--- src/rkd_pkg.sv ---
// shared types, codes and constants of the ring key and distance alu
package rkd_pkg;

  localparam int unsigned Words = 5;
  localparam int unsigned IdxW  = 3;

  typedef logic [0:Words-1][31:0] opv_t;
  typedef logic [IdxW-1:0]        idx_t;

  localparam logic [2:0] KZero     = 3'd0;
  localparam logic [2:0] KPinf     = 3'd1;
  localparam logic [2:0] KNinf     = 3'd2;
  localparam logic [2:0] KSigned   = 3'd3;
  localparam logic [2:0] KUnsigned = 3'd4;

  localparam logic [3:0] OpDiffSub  = 4'd0;
  localparam logic [3:0] OpDiffAdd  = 4'd1;
  localparam logic [3:0] OpDiffAddS = 4'd2;
  localparam logic [3:0] OpDiffSubS = 4'd3;
  localparam logic [3:0] OpLt       = 4'd4;
  localparam logic [3:0] OpLe       = 4'd5;
  localparam logic [3:0] OpEq       = 4'd6;
  localparam logic [3:0] OpSign     = 4'd7;
  localparam logic [3:0] OpAbs      = 4'd8;
  localparam logic [3:0] OpShr      = 4'd9;
  localparam logic [3:0] OpKeyKey   = 4'd10;
  localparam logic [3:0] OpKeyAdd   = 4'd11;
  localparam logic [3:0] OpKeySub   = 4'd12;
  localparam logic [3:0] OpKeyAddS  = 4'd13;
  localparam logic [3:0] OpKeySubS  = 4'd14;
  localparam logic [3:0] OpNone     = 4'd15;

  localparam logic [1:0] ErrOk    = 2'd0;
  localparam logic [1:0] ErrInf   = 2'd1;
  localparam logic [1:0] ErrZeroK = 2'd2;

  typedef struct packed {
    logic        is_exec;
    idx_t        idx;
    logic [31:0] a_word;
    logic [31:0] b_word;
    logic [3:0]  op;
    logic [2:0]  ka;
    logic [2:0]  kb;
    logic [31:0] small_val;
    logic [8:0]  shift;
  } item_t;

endpackage

--- src/rkd_front.sv ---
// front stage: takes beats, normalises kinds, drops beats with no effect
module rkd_front (
  input  logic                 clk_i,
  input  logic                 rst_ni,
  input  logic                 start,
  output logic                 busy,
  input  logic                 cmd_i,
  input  logic [2:0]           word_index_i,
  input  logic [31:0]          a_word_i,
  input  logic [31:0]          b_word_i,
  input  logic [3:0]           op_i,
  input  logic [2:0]           a_kind_i,
  input  logic [2:0]           b_kind_i,
  input  logic [31:0]          small_value_i,
  input  logic [8:0]           shift_amount_i,
  output logic                 push_o,
  output rkd_pkg::item_t       item_o,
  input  logic                 full_i
);
  import rkd_pkg::*;

  logic  valid_q, valid_d;
  item_t item_q, item_d;
  logic  take, keep;

  assign busy   = valid_q && full_i;
  assign take   = start && !busy;
  assign push_o = valid_q && !full_i;

  always_comb begin
    item_d           = item_q;
    item_d.is_exec   = cmd_i;
    item_d.idx       = word_index_i;
    item_d.a_word    = a_word_i;
    item_d.b_word    = b_word_i;
    item_d.op        = op_i;
    item_d.ka        = (a_kind_i > KUnsigned) ? KUnsigned : a_kind_i;
    item_d.kb        = (b_kind_i > KUnsigned) ? KUnsigned : b_kind_i;
    item_d.small_val = small_value_i;
    item_d.shift     = shift_amount_i;
    // loads beyond the operand and the unused op code do nothing
    keep = cmd_i ? (op_i != OpNone) : ({1'b0, word_index_i} < (IdxW + 1)'(Words));
    valid_d = valid_q && !push_o;
    if (take) begin
      valid_d = keep;
    end
  end

  always_ff @(posedge clk_i or negedge rst_ni) begin
    if (!rst_ni) begin
      valid_q <= 1'b0;
    end else begin
      valid_q <= valid_d;
    end
  end

  always_ff @(posedge clk_i) begin
    if (take) begin
      item_q <= item_d;
    end
  end

  assign item_o = item_q;

endmodule

--- src/rkd_queue.sv ---
// two-entry queue between front and back
module rkd_queue (
  input  logic           clk_i,
  input  logic           rst_ni,
  input  logic           push_i,
  input  rkd_pkg::item_t item_i,
  output logic           full_o,
  input  logic           pop_i,
  output logic           empty_o,
  output rkd_pkg::item_t item_o
);
  import rkd_pkg::*;

  item_t      mem_q [2];
  logic       wp_q, wp_d, rp_q, rp_d;
  logic [1:0] cnt_q, cnt_d;

  assign full_o  = cnt_q == 2'd2;
  assign empty_o = cnt_q == 2'd0;
  assign item_o  = mem_q[rp_q];

  always_comb begin
    wp_d  = wp_q ^ push_i;
    rp_d  = rp_q ^ pop_i;
    cnt_d = cnt_q + {1'b0, push_i} - {1'b0, pop_i};
  end

  always_ff @(posedge clk_i or negedge rst_ni) begin
    if (!rst_ni) begin
      wp_q  <= 1'b0;
      rp_q  <= 1'b0;
      cnt_q <= 2'd0;
    end else begin
      wp_q  <= wp_d;
      rp_q  <= rp_d;
      cnt_q <= cnt_d;
    end
  end

  always_ff @(posedge clk_i) begin
    if (push_i) begin
      mem_q[wp_q] <= item_i;
    end
  end

endmodule

--- src/rkd_back.sv ---
// back end: operand store, compare scan and word-serial add/subtract
module rkd_back (
  input  logic                clk_i,
  input  logic                rst_ni,
  input  logic                empty_i,
  input  rkd_pkg::item_t      item_i,
  output logic                pop_o,
  output logic                result_valid_o,
  output logic [31:0]         result_word_o,
  output logic [2:0]          result_index_o,
  output logic                last_o,
  output logic [2:0]          result_kind_o,
  output logic                flag_o,
  output logic signed [1:0]   sign_value_o,
  output logic [1:0]          error_o
);
  import rkd_pkg::*;

  localparam logic [1:0] StIdle = 2'd0;
  localparam logic [1:0] StScan = 2'd1;
  localparam logic [1:0] StDec  = 2'd2;
  localparam logic [1:0] StEmit = 2'd3;

  localparam logic [1:0] ActNone  = 2'd0;
  localparam logic [1:0] ActOne   = 2'd1;
  localparam logic [1:0] ActWords = 2'd2;

  localparam logic [1:0] XA    = 2'd0;
  localparam logic [1:0] XZero = 2'd1;
  localparam logic [1:0] XShr  = 2'd2;

  localparam logic [1:0] YB     = 2'd0;
  localparam logic [1:0] YA     = 2'd1;
  localparam logic [1:0] YSmall = 2'd2;
  localparam logic [1:0] YZero  = 2'd3;

  localparam idx_t LastIdx = IdxW'(Words - 1);

  logic [1:0]  st_q, st_d;
  idx_t        cnt_q, cnt_d;
  logic        cy_q, cy_d;
  item_t       ex_q;
  opv_t        a_q, b_q, shr_q;
  logic        eq_q, eq_d, anz_q, anz_d, dnz_q, dnz_d, dmsb_q, dmsb_d;
  logic [1:0]  xs_q, ys_q;
  logic        sub_q;
  logic [2:0]  wk_q;

  logic        rv_d;
  logic [31:0] rw_d;
  idx_t        ri_d;
  logic        rl_d;
  logic [2:0]  rk_d;
  logic        rf_d;
  logic [1:0]  rs_d, re_d;

  logic [31:0] sx, sy, ex, ey;
  logic [32:0] sdiff, esum;

  logic [1:0]  act;
  logic [2:0]  okind, wkind;
  logic        oflag, osub, lt_c, eq_c, dequal, ainf, binf;
  logic [1:0]  osgn, oerr, oxs, oys, sgn_a;

  assign pop_o = (st_q == StIdle) && !empty_i;

  // scan datapath: compare subtraction and equality
  always_comb begin
    sx    = (ex_q.ka == KZero) ? 32'd0 : a_q[cnt_q];
    sy    = (ex_q.kb == KZero) ? 32'd0 : b_q[cnt_q];
    sdiff = {1'b0, sx} - {1'b0, sy} - {32'd0, cy_q};
  end

  // emit datapath
  always_comb begin
    case (xs_q)
      XA:      ex = a_q[cnt_q];
      XShr:    ex = shr_q[cnt_q];
      default: ex = 32'd0;
    endcase
    case (ys_q)
      YB:      ey = b_q[cnt_q];
      YA:      ey = a_q[cnt_q];
      YSmall:  ey = (cnt_q == LastIdx) ? ex_q.small_val : 32'd0;
      default: ey = 32'd0;
    endcase
    if (sub_q) begin
      esum = {1'b0, ex} - {1'b0, ey} - {32'd0, cy_q};
    end else begin
      esum = {1'b0, ex} + {1'b0, ey} + {32'd0, cy_q};
    end
  end

  // outcome of an execute beat from the scan flags
  always_comb begin
    ainf   = (ex_q.ka == KPinf) || (ex_q.ka == KNinf);
    binf   = (ex_q.kb == KPinf) || (ex_q.kb == KNinf);
    dequal = (ainf || binf) ? 1'b0 :
             ((ex_q.ka == KZero) || (ex_q.kb == KZero)) ? (ex_q.ka == ex_q.kb) : eq_q;
    if ((ex_q.ka == KUnsigned) && (ex_q.kb == KUnsigned)) begin
      lt_c = cy_q;
      eq_c = eq_q;
    end else begin
      lt_c = dnz_q && dmsb_q;
      eq_c = !dnz_q;
    end
    if (ex_q.ka == KZero) begin
      sgn_a = 2'b00;
    end else if (ex_q.ka == KPinf) begin
      sgn_a = 2'b01;
    end else if (ex_q.ka == KNinf) begin
      sgn_a = 2'b11;
    end else if (!anz_q) begin
      sgn_a = 2'b00;
    end else if (ex_q.ka == KUnsigned) begin
      sgn_a = 2'b01;
    end else begin
      sgn_a = a_q[0][31] ? 2'b11 : 2'b01;
    end
    act   = ActWords;
    okind = KZero;
    oflag = 1'b0;
    osgn  = 2'b00;
    oerr  = ErrOk;
    oxs   = XA;
    oys   = YZero;
    osub  = 1'b0;
    wkind = ex_q.ka;
    case (ex_q.op)
      OpDiffSub: begin
        if (dequal) begin
          act = ActOne;
        end else if (ainf) begin
          act = ActOne; okind = ex_q.ka;
        end else if (ex_q.kb == KPinf) begin
          act = ActOne; okind = KNinf;
        end else if (ex_q.kb == KNinf) begin
          act = ActOne; okind = KPinf;
        end else if (ex_q.kb == KZero) begin
          oys = YZero;
        end else if (ex_q.ka == KZero) begin
          oxs = XZero; oys = YB; osub = 1'b1; wkind = KSigned;
        end else begin
          oys = YB; osub = 1'b1;
        end
      end
      OpDiffAdd: begin
        if (ainf) begin
          act = ActOne; okind = ex_q.ka;
        end else if (binf) begin
          act = ActOne; okind = ex_q.kb;
        end else if (ex_q.kb == KZero) begin
          oys = YZero;
        end else if (ex_q.ka == KZero) begin
          oxs = XZero; oys = YB; wkind = ex_q.kb;
        end else begin
          oys = YB;
        end
      end
      OpDiffAddS, OpDiffSubS: begin
        if (ainf) begin
          act = ActOne; okind = ex_q.ka;
        end else if (ex_q.small_val == 32'd0) begin
          oys = YZero;
        end else if (ex_q.ka == KZero) begin
          act = ActOne; oerr = ErrZeroK;
        end else begin
          oys = YSmall; osub = ex_q.op == OpDiffSubS;
        end
      end
      OpLt, OpLe: begin
        act = ActOne;
        if ((ex_q.kb == KPinf) || (ex_q.ka == KNinf)) begin
          oflag = 1'b1;
        end else if ((ex_q.ka == KPinf) || (ex_q.kb == KNinf)) begin
          oflag = 1'b0;
        end else begin
          oflag = (ex_q.op == OpLt) ? lt_c : (lt_c || eq_c);
        end
      end
      OpEq: begin
        act = ActOne; oflag = dequal;
      end
      OpSign: begin
        act = ActOne; osgn = sgn_a;
      end
      OpAbs: begin
        if (ex_q.ka == KNinf) begin
          act = ActOne; okind = KPinf;
        end else if ((ex_q.ka == KSigned) && (sgn_a == 2'b11)) begin
          oxs = XZero; oys = YA; osub = 1'b1;
        end
      end
      OpShr: begin
        oxs = XShr;
      end
      OpKeyKey: begin
        if (eq_q) begin
          act = ActOne;
        end else begin
          oys = YB; osub = 1'b1; wkind = KUnsigned;
        end
      end
      OpKeyAdd, OpKeySub: begin
        if (binf) begin
          act = ActOne; oerr = ErrInf;
        end else begin
          wkind = KUnsigned;
          oys   = (ex_q.kb == KZero) ? YZero : YB;
          osub  = ex_q.op == OpKeySub;
        end
      end
      OpKeyAddS, OpKeySubS: begin
        oys = YSmall; osub = ex_q.op == OpKeySubS; wkind = KUnsigned;
      end
      default: begin
        act = ActNone;
      end
    endcase
    // words of a zero or infinite kind collapse to one beat
    if ((act == ActWords) && (wkind <= KNinf)) begin
      act   = ActOne;
      okind = wkind;
    end
  end

  always_comb begin
    st_d   = st_q;
    cnt_d  = cnt_q;
    cy_d   = cy_q;
    eq_d   = eq_q;
    anz_d  = anz_q;
    dnz_d  = dnz_q;
    dmsb_d = dmsb_q;
    rv_d   = 1'b0;
    rw_d   = 32'd0;
    ri_d   = '0;
    rl_d   = 1'b1;
    rk_d   = KZero;
    rf_d   = 1'b0;
    rs_d   = 2'b00;
    re_d   = ErrOk;
    case (st_q)
      StIdle: begin
        if (pop_o && item_i.is_exec) begin
          st_d   = StScan;
          cnt_d  = LastIdx;
          cy_d   = 1'b0;
          eq_d   = 1'b1;
          anz_d  = 1'b0;
          dnz_d  = 1'b0;
          dmsb_d = 1'b0;
        end
      end
      StScan: begin
        cy_d  = sdiff[32];
        eq_d  = eq_q && (a_q[cnt_q] == b_q[cnt_q]);
        anz_d = anz_q || (a_q[cnt_q] != 32'd0);
        dnz_d = dnz_q || (sdiff[31:0] != 32'd0);
        if (cnt_q == '0) begin
          dmsb_d = sdiff[31];
          st_d   = StDec;
        end else begin
          cnt_d = cnt_q - 1'b1;
        end
      end
      StDec: begin
        cnt_d = LastIdx;
        cy_d  = 1'b0;
        if (act == ActWords) begin
          st_d = StEmit;
        end else begin
          st_d = StIdle;
          rv_d = act == ActOne;
          rk_d = okind;
          rf_d = oflag;
          rs_d = osgn;
          re_d = oerr;
        end
      end
      default: begin
        rv_d = 1'b1;
        rw_d = esum[31:0];
        ri_d = cnt_q;
        rl_d = cnt_q == '0;
        rk_d = wk_q;
        cy_d = esum[32];
        if (cnt_q == '0) begin
          st_d = StIdle;
        end else begin
          cnt_d = cnt_q - 1'b1;
        end
      end
    endcase
  end

  always_ff @(posedge clk_i or negedge rst_ni) begin
    if (!rst_ni) begin
      st_q           <= StIdle;
      result_valid_o <= 1'b0;
    end else begin
      st_q           <= st_d;
      result_valid_o <= rv_d;
    end
  end

  always_ff @(posedge clk_i) begin
    cnt_q          <= cnt_d;
    cy_q           <= cy_d;
    eq_q           <= eq_d;
    anz_q          <= anz_d;
    dnz_q          <= dnz_d;
    dmsb_q         <= dmsb_d;
    result_word_o  <= rw_d;
    result_index_o <= ri_d;
    last_o         <= rl_d;
    result_kind_o  <= rk_d;
    flag_o         <= rf_d;
    sign_value_o   <= rs_d;
    error_o        <= re_d;
    if (pop_o) begin
      if (item_i.is_exec) begin
        ex_q  <= item_i;
        shr_q <= opv_t'(a_q >> item_i.shift);
      end else begin
        a_q[item_i.idx] <= item_i.a_word;
        b_q[item_i.idx] <= item_i.b_word;
      end
    end
    if (st_q == StDec) begin
      xs_q  <= oxs;
      ys_q  <= oys;
      sub_q <= osub;
      wk_q  <= wkind;
    end
  end

endmodule

--- src/ring_key_distance_alu.sv ---
// top level of the ring key and distance alu
//
//  channel  | handshake               | beat
//  ---------+-------------------------+-------------------------------------------
//  command  | start / busy            | cmd, word index, operand words, op, kinds
//  result   | result_valid_o, 1 cycle | result word, index, last, kind, flag, sign
//
// a load is written to the operand store when the back end pops it; an execute
// is popped, scans all operand words, passes the decision state, then emits one
// result word per cycle, or a single beat straight from the decision state.
// a two-beat queue lets the front take beats while the back end works;
// busy rises only when the queue and the front register are full.
// reset clears control state only; operand words stay unknown until loaded.
module ring_key_distance_alu (
  input  logic               clk_i,
  input  logic               rst_ni,
  input  logic               start,
  output logic               busy,
  input  logic               cmd_i,
  input  logic [2:0]         word_index_i,
  input  logic [31:0]        a_word_i,
  input  logic [31:0]        b_word_i,
  input  logic [3:0]         op_i,
  input  logic [2:0]         a_kind_i,
  input  logic [2:0]         b_kind_i,
  input  logic [31:0]        small_value_i,
  input  logic [8:0]         shift_amount_i,
  output logic               result_valid_o,
  output logic [31:0]        result_word_o,
  output logic [2:0]         result_index_o,
  output logic               last_o,
  output logic [2:0]         result_kind_o,
  output logic               flag_o,
  output logic signed [1:0]  sign_value_o,
  output logic [1:0]         error_o
);
  import rkd_pkg::*;

  logic  push, full, pop, empty;
  item_t f_item, q_item;

  rkd_front u_front (
    .clk_i, .rst_ni, .start, .busy, .cmd_i, .word_index_i, .a_word_i, .b_word_i,
    .op_i, .a_kind_i, .b_kind_i, .small_value_i, .shift_amount_i,
    .push_o (push), .item_o (f_item), .full_i (full)
  );

  rkd_queue u_queue (
    .clk_i, .rst_ni, .push_i (push), .item_i (f_item), .full_o (full),
    .pop_i (pop), .empty_o (empty), .item_o (q_item)
  );

  rkd_back u_back (
    .clk_i, .rst_ni, .empty_i (empty), .item_i (q_item), .pop_o (pop),
    .result_valid_o, .result_word_o, .result_index_o, .last_o,
    .result_kind_o, .flag_o, .sign_value_o, .error_o
  );

endmodule

--- config.mk ---
export PLATFORM = sky130hd
export DESIGN_NAME = ring_key_distance_alu
export DESIGN_NICKNAME = d
export VERILOG_FILES = /design/src/rkd_pkg.sv /design/src/rkd_front.sv /design/src/rkd_queue.sv /design/src/rkd_back.sv /design/src/ring_key_distance_alu.sv
export SDC_FILE = /design/constraint.sdc
export NUM_CORES = 2
export LEC_CHECK = 0
export ABC_CLOCK_PERIOD_IN_PS = 9500
export CAP_MARGIN = 20
export CORE_MARGIN = 10
export CORE_UTILIZATION = 50
export DETAILED_ROUTE_END_ITERATION = 10
export DONT_BUFFER_PORTS = 1
export PLACE_DENSITY = 0.67
export SETUP_SLACK_MARGIN = 0.15
export SKIP_LAST_GASP = 1
export SLEW_MARGIN = 40
export SYNTH_ARGS = -nofsm -noshare
export SYNTH_HDL_FRONTEND = slang
export SYNTH_SLANG_ARGS = --single-unit
--- constraint.sdc ---
create_clock -name clk_i -period 9.5 [get_ports clk_i]
set_input_delay 1.425 -clock clk_i [delete_from_list [all_inputs] [get_ports clk_i]]
set_output_delay 1.425 -clock clk_i [all_outputs]
set_load 0.05 [all_outputs]
======== Word level (Yosys, flattened, before mapping) ========
Memory sizes are Yosys's and may differ from the RTL's.
Index checks and enable logic that the tools add are counted.
word-level totals
  word-level logic and storage cells ...... 305
  latch bits .............................. 0
  register bits after elaboration ......... 709
  output and inout bits ................... 46
  memories kept ........................... 1
  bits in read-only memories .............. 0
  RAM bits ................................ 238
memories
  memory         depth  width  rd ports  clocked after Yosys merged registers in  wr ports  RTL line         RTL
  u_queue.mem_q  2      119    1         0                                        1         rkd_queue.sv:14  item_t mem_q [2];
cells by class
  bitwise gates (word level) .............. 7
  divide/modulo/power cells ............... 0
  shift operators ......................... 1
  reductions and logical operators ........ 55
  equal/unequal tests ..................... 38
  muxes and demuxes ....................... 136
  multipliers ............................. 0
  order comparisons ....................... 7
  $add $sub $neg .......................... 9
operators with widths
  kind                  count
  $bwmux W160           2
  $mux W32              10
  $bmux W32 S3          3
  $shr A160 B9 Y160     1
  $demux W32 S3         1
  $pmux W32 S3          1
  $mux W2               45
  $mux W3               22
  $sub A32 B32 Y33      2
  $sub A33 B1 Y33       2
  $pmux W32 S2          1
  $reduce_bool A32 Y1   2
  $add A32 B32 Y33      1
  $add A33 B1 Y33       1
  $mux W1               33
  $mux W33              1
  $eq A32 B32 Y1        1
  $logic_not A32 Y1     1
  $eq A4 B4 Y1 const B  7
  $eq A4 B3 Y1 const B  4
  $pmux W2 S8           1
  $pmux W3 S5           1
  $eq A2 B2 Y1 const B  7
  $pmux W2 S7           1
  other kinds (43)      102

======== Longest topological paths before layout ========
  depth after elaboration ................. 14
  gate-level depth with buffers ........... 25
  mapped depth without buffers ............ 19

======== Modules after synthesis ========
Synthesis repeated with hierarchy kept, for this count alone.
second synthesis, totals
  cells, all modules ...................... 4266
  area total of the unflattened synthesis .. 54952.7 um2
by module, submodules not included
  module     times used  cells an instance  area an instance (um2)  sequential area each (um2)
  rkd_back   1           3746               42443.2                 17111.4
  rkd_queue  1           386                8828.5                  7247.0
  rkd_front  1           134                3681.0                  3598.5

======== Worst setup path after synthesis ========
No wires, ideal clock.
  path type ............................... input port to flip-flop
  from .................................... input port start
  to ...................................... register u_front.item_q, in the netlist u_front.item_o[0], enable pin
  setup slack ............................. 2.302 ns
  arrival ................................. 6.589 ns
  cell stages on the path ................. 1
  library setup time ...................... 0.610 ns
  buffers on the path ..................... 0
  path through ............................ nor2b_1
on the way
  word-level cells in the longest chain between the ends .. 1
RTL lines
  element               RTL line                     RTL
  start, declared       ring_key_distance_alu.sv:17  input logic start,
  $logic_and A1 B1 Y1   rkd_front.sv:27              assign take = start && !busy;
  end signal, assigned  rkd_front.sv:59              item_q <= item_d;
  end, declared         rkd_front.sv:23              item_t item_q, item_d;
Every way passes these cells.
A chain may end at the register's enable or synchronous reset.

======== Final worst setup path ========
  from .................................... register u_back.cnt_q[0]
  to ...................................... register u_back.dnz_q (data pin)
on the way
  word-level cells in the longest chain between the ends .. 10
RTL lines
  element                                   RTL line                        RTL
  start, declared                           rkd_back.sv:40                  idx_t cnt_q, cnt_d;
  start signal, assigned                    rkd_back.sv:308                 cnt_q <= cnt_d;
  $not A3 Y4 (not written as such) *        rkd_back.sv:69, rkd_back.sv:70
  $bmux W32 S3 (on tied branches)           rkd_back.sv:69, rkd_back.sv:70
  $mux W32 (on tied branches) (3 in a row)  rkd_back.sv:69, rkd_back.sv:70
  $sub A32 B32 Y33 *                        rkd_back.sv:71                  sdiff = {1'b0, sx} - {1'b0, sy} - {32'd0, cy_q};
  $sub A33 B1 Y33 *                         rkd_back.sv:71
  $reduce_bool A32 Y1 *                     rkd_back.sv:259                 dnz_d = dnz_q || (sdiff[31:0] != 32'd0);
  $logic_or A1 B1 Y1 *                      rkd_back.sv:259
  $pmux W1 S2 *                             rkd_back.sv:243                 case (st_q)
  end signal, assigned                      rkd_back.sv:312                 dnz_q <= dnz_d;
  end, declared                             rkd_back.sv:44                  logic eq_q, eq_d, anz_q, anz_d, dnz_q, dnz_d, dmsb_q, dmsb_d;
Every way passes the cells marked *; elsewhere a longest branch is shown, timed or not. The select of a mux whose other input is x is not followed.

==> impl_metrics.ini <==
[global_routing]
busiest_layer = met1
grt.overflow.total = 0
grt_use_met3 = 0.05895
grt_max_degree = 118
antenna_found_initial = 9
grt_usage = 0.2734
grt_pass1_vias = 35230
use_met1 = 0.4089
grt_pass1_wl_um = 246100
use_met2 = 0.3922

[placed_design]
hpwl_um = 126100
place.port_buffers = 0
dp.cells = 5572
dp_slack_ps = 2900
place_congestion = 0.9930

[cts]
clk_latency_ps = 730
htreeDepth = 3
hold_buffers = 0
clock_path_buffers = 3
cts_buffers = 98
ctsResizeCount = 0
path_clk_slew_ps = 70
clock-sinks = 947
cts_tree = built
cts_setup_buffers = 0
clk_root_buffer_cell = clkbuf_16

[synthesis]
synth_seq_cells = 947
synth_seq_area_share = 0.5218
synthFlopType = edfxtp_1
synth.net_count = 4673
synth.avg_cell_area_um2 = 12.21
yosys_warnings = 0
async_flop_share = 0.008448
yosys.area.top_type = edfxtp_1
synth_top_cell_area_share = 0.5016
synth_edf_count = 895
syn_inst = 4388
synth_cell_types = 86
synthesis.area_mm2 = 0.05358
synth_area_leaders = edfxtp_1 (50%), mux2i_1 (13%), mux4_2 (4.7%), ha_1 (3.7%), mux2_2 (2.9%)

[layout]
diodes = 0
fillers = 8847
nNetsFinal = 4561
drive_above_1_share = 0.1251
multiInputGateArea_mm2 = 0.02412
final_common_cell = edfxtp_1
regArea_mm2 = 0.02796
final_cells = 5759
area_growth_pct = 9.301
final_cell_mix = edfxtp_1 (895), mux2i_1 (697), nand2_1 (366), nor2_1 (242), a21oi_1 (180)

[floorplan]
fp.dieW_um = 347.4
dieHeight_um = 347.4
io_pins = 168
fp-row-count = 120
dieArea_mm2 = 0.1207
start_util = 0.5019
core_mm2 = 0.1068

[setup_path]
crit_buf_inv = 3
path_cells = buf_6 -> nor3b_4 -> buf_12 -> a22oi_1 -> or2_2 -> ha_1 -> inv_1 -> ha_1 -> a21oi_1 -> o21ai_0 -> o311ai_0 -> o211ai_2 -> a21o_1 -> a31o_1 -> a2111oi_1 -> nand4_1 -> a2111oi_0 -> a41oi_1
cp_data_arrival_time_ps = 7020
path_common_cell = ha_1
end_kind = flop
cp_slowest_cell = a2111oi_0
worst-path-max-fanout = 96
cpLargestDelayFamily = compound AO/OA/AOI/OAI gates
required_ps = 9910
max_stage_delay_ps = 680
crit_type = flop to flop
start_kind = flop

[route]
post_drt_via_cell_ratio = 6.446
vias = 37120
drc = 0
initialDrtViolationCount = 4648
antenna_left = 0
routed_wl_um = 169900
drtPass1Iterations = 6
routedWlPerCell_um = 29.50

[sta]
slew_headroom = 0.3430
setup_ws_ps = 2890
final-hold-violation-count = 0
period_share = 0.6958
rsz0062_at_grt = no
fmax_mhz = 151.3
period_needed_ps = 6610
setup_viol = 0
worst_pin_slew_ps = 985.6
clock_skew_ps = 61.53
finalSetupTns_ps = 0
final_max_slew_viol_count = 0

[outcome]
status = complete, no violations

[run]
max_cap_viol_count = 0

[hold_path]
hold_class = input port to async pin
## stage by stage
stage | utilization | hold slack [ps] | cell area [µm²]
finish | 0.5486 | 408.1 | 58560
global route | 0.5486 | 375.1 | 58560
CTS | 0.5476 | 369.7 | 58460
detailed placement | 0.5166 | 429.6 | 55150
global placement | 0.5143 | 421.9 | 54900
floorplan | - | 417.6 | 53580
## final timing paths
| kind | to | slack (ps) | cells past startpoint | start |
|---|---|---|---|---|
| setup / recovery | u_back.dnz_q | 2890 | 18 | u_back.cnt_q[0] |
| hold / removal | u_queue.wp_q | 410 | 0 | rst_ni |
| setup reg to reg | u_back.dnz_q | 2890 | 18 | u_back.cnt_q[0] |
| hold reg to reg | u_queue.mem_q[0][104] | 440 | 0 | u_front.item_o[104] |
| max in group asynchronous | u_back.result_valid_o | 8990 | 0 | rst_ni |
| min in group clk_i | u_queue.mem_q[0][104] | 440 | 0 | u_front.item_o[104] |
## sequential cells by signal, indices dropped and copies added (netlist names), 2 cells and up
register and count:
u_queue.cnt_q 2, u_back.ex_q 42, u_back.a_q 160, u_back.result_index_o 3, u_back.shr_q 160, u_back.wk_q 3
u_front.item_o 119, u_back.result_kind_o 3, u_back.xs_q 2, u_back.b_q 160, u_back.result_word_o 32, u_back.ys_q 2
u_back.st_q 2, u_back.error_o 2, u_queue.mem_q 238, u_back.cnt_q 3, u_back.sign_value_o 2
## layout make-up
class,instances,share of cell area
Sequential cell,947,0.4774
Multi-Input combinational cell,2982,0.4118
Clock buffer,129,0.04510
Tap cell,1403,0.02997
Timing Repair Buffer,78,0.01310
Clock inverter,51,0.01152
Inverter,169,0.01107
## cell families (layout without fill, tap and decap cells)
kind of cell	Yosys count	in the layout	synth area share
adder cells (fa/ha/maj)	163	163	0.03890
AO/OA/AOI/OAI	773	773	0.09619
XOR/XNOR	105	105	0.01716
multiplexers	956	956	0.2081
flip-flops	947	947	0.5218
AND/OR/NAND/NOR	985	985	0.08467
buffers and inverters	459	427	0.03323
## cells in the mapped netlist (36+ instances only)
library cell and count:
xor2_1 40, mux2i_1 704, xnor2_1 65, nor3_1 60, nand3_1 55, mux4_2 112
mux2_2 139, a22oi_1 59, clkbuf_1 200, dfxtp_1 44, and3_1 42, o21ai_0 156
o22ai_1 40, inv_1 167, nor2b_1 43, ha_1 157, nor2_1 246, nand2_1 367
a21oi_1 181, a211oi_1 57, a21o_1 36, buf_1 57, edfxtp_1 895
## routing by layer
| layer | routed length [µm] | vias up | share of wire |
|---|---|---|---|
| li1 | - | 16460 | - |
| met1 | 75630 | 18520 | 0.45 |
| met2 | 71960 | 1839 | 0.42 |
| met3 | 16220 | 291 | 0.095 |
| met4 | 6038 | 8 | 0.036 |
| met5 | 50 | - | 0.00029 |
Power is left out: the tool's default activity adds up to more than one toggle a clock period on the data nets, which glitch-free logic cannot reach.
